==> src/hw/rtl/otb_pkg.sv <==
`default_nettype none
// ----------------------------------------------------------------------------
// otb_pkg
// shared types and constants of the overwriting trace buffer
// ----------------------------------------------------------------------------
package otb_pkg;

  localparam int unsigned OP_BITS      = 2;
  localparam int unsigned TURN_BITS    = 16;
  localparam int unsigned PAYLOAD_BITS = 48;
  localparam int unsigned COUNT_BITS   = 7;

  typedef enum logic [OP_BITS-1:0] {
    OP_APPEND      = 2'd0,
    OP_READ_NEWEST = 2'd1,
    OP_READ_TURN   = 2'd2,
    OP_CLEAR       = 2'd3
  } op_t;

  typedef enum logic [1:0] {
    ST_IDLE,
    ST_FETCH,
    ST_CHECK,
    ST_FLUSH
  } state_t;

endpackage
`default_nettype wire

==> src/hw/rtl/otb_if.sv <==
`default_nettype none
// ----------------------------------------------------------------------------
// otb channel interfaces
// command word and response word channels with valid/ready handshake
// ----------------------------------------------------------------------------
interface otb_cmd_if;
  logic                                        valid;
  logic                                        ready;
  otb_pkg::op_t                                opcode;
  logic signed [otb_pkg::TURN_BITS-1:0]        turn_number;
  logic        [otb_pkg::PAYLOAD_BITS-1:0]     event_payload;
  logic        [otb_pkg::COUNT_BITS-1:0]       request_count;

  modport source (
    output valid, opcode, turn_number, event_payload, request_count,
    input  ready
  );
  modport sink (
    input  valid, opcode, turn_number, event_payload, request_count,
    output ready
  );
endinterface

interface otb_rsp_if;
  logic                                        valid;
  logic                                        ready;
  logic signed [otb_pkg::TURN_BITS-1:0]        out_turn;
  logic        [otb_pkg::PAYLOAD_BITS-1:0]     out_payload;
  logic                                        record_valid;
  logic                                        last_of_run;
  logic        [otb_pkg::COUNT_BITS-1:0]       entries_held;

  modport source (
    output valid, out_turn, out_payload, record_valid, last_of_run, entries_held,
    input  ready
  );
  modport sink (
    input  valid, out_turn, out_payload, record_valid, last_of_run, entries_held,
    output ready
  );
endinterface
`default_nettype wire

==> src/hw/rtl/overwriting_trace_buffer_core.sv <==
`default_nettype none
// ----------------------------------------------------------------------------
// overwriting_trace_buffer_core
// ring store of tagged records, oldest overwritten when full, with
// newest-n readout, per-turn filtered readout and clear
// ----------------------------------------------------------------------------
// append and clear: ack word the cycle after accept, one command per cycle
//   while responses are taken; reads: memory read, then check, per record,
//   then a closing word; newest-n scans min(n, fill), per-turn the whole fill
// commands are held off while a read walks the store
// reset clears write pointer and fill level; store contents are not cleared
// ----------------------------------------------------------------------------
module overwriting_trace_buffer_core #(
  parameter int unsigned DEPTH         = 64,
  parameter int unsigned TURN_WIDTH    = 16,
  parameter int unsigned PAYLOAD_WIDTH = 48
) (
  input  wire logic clk,
  input  wire logic rst,
  otb_cmd_if.sink   cmd,
  otb_rsp_if.source rsp
);

  localparam int unsigned AW   = $clog2(DEPTH);
  localparam int unsigned CW   = $clog2(DEPTH + 1);
  localparam int unsigned MW   = TURN_WIDTH + PAYLOAD_WIDTH;
  localparam int unsigned EXTW = (TURN_WIDTH > otb_pkg::TURN_BITS) ?
                                 TURN_WIDTH : otb_pkg::TURN_BITS;

  // store
  logic [MW-1:0] mem [DEPTH];
  logic [MW-1:0] rd_q;

  // control state
  otb_pkg::state_t state, state_next;
  logic [AW-1:0]   wp;
  logic [CW-1:0]   fill;
  logic [AW-1:0]   addr;
  logic [CW-1:0]   rem;
  logic            filter;
  logic [TURN_WIDTH-1:0] key;
  logic            pend_v;
  logic [MW-1:0]   pend;

  // output register
  logic                                   out_valid;
  logic signed [otb_pkg::TURN_BITS-1:0]   out_turn;
  logic [otb_pkg::PAYLOAD_BITS-1:0]       out_payload;
  logic                                   out_rec_valid;
  logic                                   out_last;
  logic [otb_pkg::COUNT_BITS-1:0]         out_held;

  // combinational
  logic            accept;
  logic            out_free;
  logic            is_read;
  logic [CW-1:0]   fill_next;
  logic [AW-1:0]   wp_inc;
  logic [AW-1:0]   addr_inc;
  logic [otb_pkg::COUNT_BITS-1:0] req_clip;
  logic [CW-1:0]   cnt;
  logic [CW:0]     start_w;
  logic [AW-1:0]   start;
  logic [EXTW-1:0] turn_in_ext;
  logic [TURN_WIDTH-1:0] turn_in;
  logic            sel;
  logic            emit_pend;
  logic            check_go;
  logic            mem_we;
  logic            rd_en;
  logic            out_load;
  logic [MW-1:0]   load_rec;
  logic            load_rec_valid;
  logic            load_last;
  logic [CW-1:0]   load_held;
  logic signed [TURN_WIDTH-1:0] load_tag;
  logic [EXTW-1:0] load_tag_ext;

  assign out_free = !out_valid || rsp.ready;
  assign accept   = cmd.valid && cmd.ready;
  assign is_read  = (cmd.opcode == otb_pkg::OP_READ_NEWEST) ||
                    (cmd.opcode == otb_pkg::OP_READ_TURN);

  assign wp_inc   = (wp == AW'(DEPTH - 1)) ? '0 : wp + 1'b1;
  assign addr_inc = (addr == AW'(DEPTH - 1)) ? '0 : addr + 1'b1;

  assign turn_in_ext = EXTW'(cmd.turn_number);
  assign turn_in     = turn_in_ext[TURN_WIDTH-1:0];

  // count to scan and oldest slot of the run
  always_comb begin
    req_clip = (cmd.request_count < otb_pkg::COUNT_BITS'(fill)) ?
               cmd.request_count : otb_pkg::COUNT_BITS'(fill);
    cnt = (cmd.opcode == otb_pkg::OP_READ_NEWEST) ? CW'(req_clip) : fill;
    if ((CW + 1)'(wp) >= (CW + 1)'(cnt)) begin
      start_w = (CW + 1)'(wp) - (CW + 1)'(cnt);
    end else begin
      start_w = (CW + 1)'(wp) + (CW + 1)'(DEPTH) - (CW + 1)'(cnt);
    end
    start = start_w[AW-1:0];
  end

  assign sel       = !filter || (rd_q[MW-1 -: TURN_WIDTH] == key);
  assign emit_pend = sel && pend_v;
  assign check_go  = !emit_pend || out_free;

  // next state
  always_comb begin
    state_next = state;
    unique case (state)
      otb_pkg::ST_IDLE: begin
        if (accept && is_read) begin
          state_next = (cnt == '0) ? otb_pkg::ST_FLUSH : otb_pkg::ST_FETCH;
        end
      end
      otb_pkg::ST_FETCH: begin
        state_next = otb_pkg::ST_CHECK;
      end
      otb_pkg::ST_CHECK: begin
        if (check_go) begin
          state_next = (rem == '0) ? otb_pkg::ST_FLUSH : otb_pkg::ST_FETCH;
        end
      end
      otb_pkg::ST_FLUSH: begin
        if (out_free) begin
          state_next = otb_pkg::ST_IDLE;
        end
      end
      default: state_next = otb_pkg::ST_IDLE;
    endcase
  end

  // outputs of the state machine
  always_comb begin
    cmd.ready      = 1'b0;
    mem_we         = 1'b0;
    rd_en          = 1'b0;
    out_load       = 1'b0;
    load_rec       = '0;
    load_rec_valid = 1'b0;
    load_last      = 1'b1;
    load_held      = fill;
    fill_next      = fill;
    unique case (state)
      otb_pkg::ST_IDLE: begin
        cmd.ready = out_free;
        if (cmd.valid && out_free) begin
          unique case (cmd.opcode)
            otb_pkg::OP_APPEND: begin
              mem_we    = 1'b1;
              fill_next = (fill == CW'(DEPTH)) ? fill : fill + 1'b1;
              out_load  = 1'b1;
            end
            otb_pkg::OP_CLEAR: begin
              fill_next = '0;
              out_load  = 1'b1;
            end
            otb_pkg::OP_READ_NEWEST,
            otb_pkg::OP_READ_TURN: begin
              out_load = 1'b0;
            end
            default: out_load = 1'b0;
          endcase
          load_held = fill_next;
        end
      end
      otb_pkg::ST_FETCH: begin
        rd_en = 1'b1;
      end
      otb_pkg::ST_CHECK: begin
        if (emit_pend && out_free) begin
          out_load       = 1'b1;
          load_rec       = pend;
          load_rec_valid = 1'b1;
          load_last      = 1'b0;
        end
      end
      otb_pkg::ST_FLUSH: begin
        if (out_free) begin
          out_load       = 1'b1;
          load_rec       = pend_v ? pend : '0;
          load_rec_valid = pend_v;
        end
      end
      default: cmd.ready = 1'b0;
    endcase
  end

  assign load_tag     = load_rec[MW-1 -: TURN_WIDTH];
  assign load_tag_ext = EXTW'(load_tag);

  // memory
  always_ff @(posedge clk) begin
    if (mem_we) begin
      mem[wp] <= {turn_in, cmd.event_payload[PAYLOAD_WIDTH-1:0]};
    end
    if (rd_en) begin
      rd_q <= mem[addr];
    end
  end

  // control registers
  always_ff @(posedge clk) begin
    if (rst) begin
      state     <= otb_pkg::ST_IDLE;
      wp        <= '0;
      fill      <= '0;
      pend_v    <= 1'b0;
      out_valid <= 1'b0;
    end else begin
      state <= state_next;
      fill  <= fill_next;
      if (accept && cmd.opcode == otb_pkg::OP_APPEND) begin
        wp <= wp_inc;
      end else if (accept && cmd.opcode == otb_pkg::OP_CLEAR) begin
        wp <= '0;
      end
      if (accept && is_read) begin
        pend_v <= 1'b0;
      end else if (state == otb_pkg::ST_CHECK && check_go && sel) begin
        pend_v <= 1'b1;
      end
      if (out_load) begin
        out_valid <= 1'b1;
      end else if (rsp.ready) begin
        out_valid <= 1'b0;
      end
    end
  end

  // walk and payload registers
  always_ff @(posedge clk) begin
    if (accept && is_read) begin
      addr   <= start;
      rem    <= cnt;
      filter <= (cmd.opcode == otb_pkg::OP_READ_TURN);
      key    <= turn_in;
    end else if (state == otb_pkg::ST_FETCH) begin
      addr <= addr_inc;
      rem  <= rem - 1'b1;
    end
    if (state == otb_pkg::ST_CHECK && check_go && sel) begin
      pend <= rd_q;
    end
    if (out_load) begin
      out_turn      <= load_tag_ext[otb_pkg::TURN_BITS-1:0];
      out_payload   <= otb_pkg::PAYLOAD_BITS'(load_rec[PAYLOAD_WIDTH-1:0]);
      out_rec_valid <= load_rec_valid;
      out_last      <= load_last;
      out_held      <= otb_pkg::COUNT_BITS'(load_held);
    end
  end

  assign rsp.valid        = out_valid;
  assign rsp.out_turn     = out_turn;
  assign rsp.out_payload  = out_payload;
  assign rsp.record_valid = out_rec_valid;
  assign rsp.last_of_run  = out_last;
  assign rsp.entries_held = out_held;

  // checks
  a_ready_idle: assert property (@(posedge clk) disable iff (rst)
    cmd.ready |-> state == otb_pkg::ST_IDLE)
    else $error("command taken while a read walks the store");

  a_fill_bound: assert property (@(posedge clk) disable iff (rst)
    fill <= CW'(DEPTH))
    else $error("fill level above depth");

  a_append_fill: assert property (@(posedge clk) disable iff (rst)
    accept && cmd.opcode == otb_pkg::OP_APPEND |=>
      (fill == (($past(fill) == CW'(DEPTH)) ? $past(fill) : $past(fill) + 1'b1)))
    else $error("append did not advance fill level");

  a_flush_last: assert property (@(posedge clk) disable iff (rst)
    state == otb_pkg::ST_FLUSH && out_free |=> out_valid && out_last)
    else $error("read run closed without a last word");

  a_empty_is_last: assert property (@(posedge clk) disable iff (rst)
    out_valid && !out_rec_valid |-> out_last)
    else $error("word without record not marked last");

endmodule
`default_nettype wire

==> src/flat_wrapper.sv <==
// flat-port wrapper written by rule: the top's interface ports become plain ports
module overwriting_trace_buffer_core_flat 
#(
  parameter int unsigned DEPTH         = 64,
  parameter int unsigned TURN_WIDTH    = 16,
  parameter int unsigned PAYLOAD_WIDTH = 48
)
  (clk, rst, cmd_valid, cmd_opcode, cmd_turn_number, cmd_event_payload, cmd_request_count, cmd_ready, rsp_valid, rsp_out_turn, rsp_out_payload, rsp_record_valid, rsp_last_of_run, rsp_entries_held, rsp_ready);
  otb_cmd_if cmd_i ();
  otb_rsp_if rsp_i ();
  input  wire logic clk;
  input  wire logic rst;
  input wire logic [$bits(cmd_i.valid)-1:0] cmd_valid;
  input wire logic [$bits(cmd_i.opcode)-1:0] cmd_opcode;
  input wire logic [$bits(cmd_i.turn_number)-1:0] cmd_turn_number;
  input wire logic [$bits(cmd_i.event_payload)-1:0] cmd_event_payload;
  input wire logic [$bits(cmd_i.request_count)-1:0] cmd_request_count;
  output wire logic [$bits(cmd_i.ready)-1:0] cmd_ready;
  output wire logic [$bits(rsp_i.valid)-1:0] rsp_valid;
  output wire logic [$bits(rsp_i.out_turn)-1:0] rsp_out_turn;
  output wire logic [$bits(rsp_i.out_payload)-1:0] rsp_out_payload;
  output wire logic [$bits(rsp_i.record_valid)-1:0] rsp_record_valid;
  output wire logic [$bits(rsp_i.last_of_run)-1:0] rsp_last_of_run;
  output wire logic [$bits(rsp_i.entries_held)-1:0] rsp_entries_held;
  input wire logic [$bits(rsp_i.ready)-1:0] rsp_ready;
  assign cmd_i.valid = cmd_valid;
  assign cmd_i.opcode = cmd_opcode;
  assign cmd_i.turn_number = cmd_turn_number;
  assign cmd_i.event_payload = cmd_event_payload;
  assign cmd_i.request_count = cmd_request_count;
  assign cmd_ready = cmd_i.ready;
  assign rsp_valid = rsp_i.valid;
  assign rsp_out_turn = rsp_i.out_turn;
  assign rsp_out_payload = rsp_i.out_payload;
  assign rsp_record_valid = rsp_i.record_valid;
  assign rsp_last_of_run = rsp_i.last_of_run;
  assign rsp_entries_held = rsp_i.entries_held;
  assign rsp_i.ready = rsp_ready;
  overwriting_trace_buffer_core #(.DEPTH(DEPTH), .TURN_WIDTH(TURN_WIDTH), .PAYLOAD_WIDTH(PAYLOAD_WIDTH)) u_core (.clk(clk), .rst(rst), .cmd(cmd_i), .rsp(rsp_i));
endmodule
==> config.mk <==
export PLATFORM = sky130hd
export DESIGN_NAME = overwriting_trace_buffer_core_flat
export DESIGN_NICKNAME = d
export VERILOG_FILES = /design/src/hw/rtl/otb_pkg.sv /design/src/hw/rtl/otb_if.sv /design/src/hw/rtl/overwriting_trace_buffer_core.sv /design/src/flat_wrapper.sv
export SDC_FILE = /design/constraint.sdc
export NUM_CORES = 2
export LEC_CHECK = 0
export BUFFER_PORTS_ARGS = -buffer_cell sky130_fd_sc_hd__buf_2
export CELL_PAD_IN_SITES_DETAIL_PLACEMENT = 1
export CELL_PAD_IN_SITES_GLOBAL_PLACEMENT = 1
export CORE_MARGIN = 10
export CORE_UTILIZATION = 45
export CTS_CLUSTER_DIAMETER = 30
export DETAILED_ROUTE_END_ITERATION = 16
export PLACE_DENSITY_LB_ADDON = 0.12
export SLEW_MARGIN = 15
export SYNTH_ARGS = -nofsm -noshare
export SYNTH_HDL_FRONTEND = slang
export SYNTH_SLANG_ARGS = --single-unit
==> constraint.sdc <==
create_clock -name clk -period 21 [get_ports clk]
set_input_delay 4.2 -clock clk [delete_from_list [all_inputs] [get_ports clk]]
set_output_delay 4.2 -clock clk [all_outputs]
set_load 0.1 [all_outputs]
==> results.yml <==
drt:
  wl_mm: 533
  drt_pass1_iterations: 5
  drtIter0Drc: 10700
  antenna_left: 0
  viasPerCell: 6.21
  detail_route.wl_per_cell_um: 37.9
  vias: 87300
  drc: 0
power:
  p_leak_nw: 66.5
  powerDensity_nw_per_um2: 135
  internal-power_w: 0.0200
  p_clk_share_pct: 50.2
  comb_power_share_pct: 14.2
  switching_power_w: 0.00734
  seq_power_share_pct: 35.6
  ir_drop_mv: 0.0983
  swShare_pct: 26.9
logic_synthesis:
  synth_seq_area_share_pct: 78.8
  netlist_instances: 7584
  yosysUniqueCellTypes: 53
  synth_edf_count: 4327
  syn-mean-instance-area_sq_um: 21.8
  yosysWarningCount: 0
  syn_area_sq_um: 165000
  synthFlopType: "edfxtp_1"
  synth_fp_nets: 7680
  ys_seq_elements: 4344
  async_reset_ff_share_pct: 0
floorplan:
  io_pins: 152
  die_h_um: 626
  fp.coreArea_sq_um: 366000
  start_util_pct: 45.2
  num_rows: 222
  dieArea_sq_um: 392000
  die-width_um: 626
setup_path:
  crit_type: "in2out"
  cp-end-kind: "output pin"
  startpoint_type: "input pin"
  crit_fanout: 4
  worstPathArrival_ps: 5210
  cp.required_ps: 16800
cts:
  cts.path.max_buffers: 4
  cts_buffers: 864
  cts_resized: 0
  postCtsSetupRepairBufs: 0
  cts_root_buffer: "clkbuf_16"
  htreeDepth: 6
  hold_buffers: 0
  cts_sinks: 4344
  cts_tree: "built"
  clk_pin_slew_ps: 50
  worstSkewPairLatency_ps: 1100
min_path:
  hp-class: "reg2reg"
sta:
  fmax_mhz: 106
  holdWs_ps: 417
  max_slew.worst_pin.slew_ps: 1270
  skew_ps: 66.2
  grt_setup_unrepaired: "no"
  fin_crit_ps: 9410
  period_share_pct: 44.8
  final-max-slew-violation-count: 0
  slew_headroom_pct: 15.6
  setup_viol: 0
  tns_ps: 0
  hold_viol_final: 0
  setup_ws_ps: 11590
global_route:
  grt_usage_pct: 26.6
  grt-ovfl-total: 0
  use_met2_pct: 43.6
  grt_util_met3_pct: 4.81
  grt_pass1_wl_mm: 735
  first_global_vias: 90400
  busiest_layer: "met2"
  grt_max_degree: 107
  antenna_found_initial: 56
  use_met1_pct: 36.5
place:
  dp_slack_ps: 11600
  globalplace.congestion: 0.797
  dp_hpwl_mm: 298
  io_buffers: 151
final_layout:
  mostFrequentLayoutCell: "edfxtp_1"
  final_cell_mix: "edfxtp_1, clkbuf_16, mux4_2, mux2i_1, buf_4"
  fin_nets: 8556
  fin_util_pct: 55.5
  area_growth_pct: 22.6
  drive_above_1_share_pct: 29.8
flow_run:
  max_cap_violations: 0
outcome:
  outcome: "completed"
critical path: stages:
cell and delay [ps]:
buf_2 90, nor2b_1 100, nor3_1 300, buf_2 510
synth_stat cells (2+ instances only):
cell type  number  area [sq um]
edfxtp_1     4327        130000
mux4_2        834         18800
mux2i_1       580          5810
o221ai_1      287          2510
a21oi_1       220          1100
clkbuf_1      216           811
o22ai_1       195          1220
o21ai_0       138           691
nand2_1       131           492
buf_2         118           591
nor2_1        108           405
and2_1         75           469
buf_1          70           263
a211oi_1       49           368
buf_4          22           165
inv_1          22          82.6
xor2_1         22           193
nand3_1        20           100
ha_1           19           238
dfxtp_1        17           340
nor2b_1        13          81.3
or3_1          10          62.6
nor3_1          9          45.0
xnor2_1         9          78.8
nand2b_1        8          50.1
nor4_1          7          43.8
and3_1          5          31.3
mux2_2          5          56.3
o21a_1          5          37.5
a31oi_1         4          25.0
nand4_1         4          25.0
or2_2           4          25.0
a211o_1         3          26.3
a21o_1          3          22.5
o2111ai_1       3          26.3
o32ai_1         3          26.3
maj3_1          2          20.0
maj3_2          2          22.5
stage by stage:
| stage | total power [W] | instances | instance area, sq um |
|---|---|---|---|
| after global routing | 0.0281 | 14000 | 203000 |
| final | 0.0273 | 14100 | 203000 |
| after floorplan | 0.0120 | 7584 | 165000 |
| after CTS | 0.0275 | 14000 | 203000 |
| after detailed placement | 0.0138 | 12400 | 173000 |
| after global placement | 0.0137 | 12400 | 173000 |
state kept, by name, indices dropped and copies added (netlist names):
signal and flops:
u_core.addr 6, u_core.rsp.last_of_run 1, u_core.pend 64, u_core.rsp.record_valid 1, u_core.wp 6, u_core.rem 7
u_core.state 2, u_core.rsp.valid 1, u_core.rsp.out_payload 48, u_core.key 16, u_core.pend_v 1, u_core.rd_q 64
u_core.rsp.out_turn 16, u_core.filter 1, u_core.mem 4096, u_core.fill 7, u_core.rsp.entries_held 7
power by group through the flow:
stage          combinational [W]  clock, W  sequential [W]
2_1_floorplan            0.00203         0         0.00998
3_3_place_gp             0.00386         0         0.00988
3_5_place_dp             0.00389         0         0.00988
4_1_cts                  0.00392    0.0138         0.00972
5_1_grt                  0.00402    0.0143         0.00972
6_report                 0.00387    0.0137         0.00972
worst paths after layout:
path / startpoint / to / slack [ps] / depth (start not counted)
max reg2reg: u_core.addr[0] / u_core.rd_q[44] / 14360 / 8
max: rsp_ready / cmd_ready / 11590 / 4
min: u_core.rd_q[30] / u_core.pend[30] / 420 / 0
min reg2reg: u_core.rd_q[30] / u_core.pend[30] / 420 / 0
area by class of cell:
class	instances	area (sq um)
diodes	30	75.1
clock buffers	973	22300
clock inverters	650	7170
fillers	30900	163000
inverters	22	90.1
multi-input cells	2792	33900
flip-flops and latches	4344	130000
well taps	4816	6030
repair buffers	436	3100
logic make-up (layout without fill, tap and decap cells):
family                   Yosys count  after routing  synth area share, %
AO/OA/AOI/OAI                    922            922                 3.74
XOR/XNOR                          31             31                0.164
adder cells (fa/ha/maj)           23             23                0.169
buffers and inverters            448           2081                 1.16
flip-flops                      4344           4344                 78.8
multiplexers                    1420           1420                 14.9
other                              0             30                    0
AND/OR/NAND/NOR                  396            396                 1.11
per-layer routing:
layer,part of all wire (%),vias up
met1,40,48000
met5,0.017,-
li1,-,34400
met4,3.3,14
met3,7.6,765
met2,49,4105
Note: power is estimated with default switching activity, not from simulation.
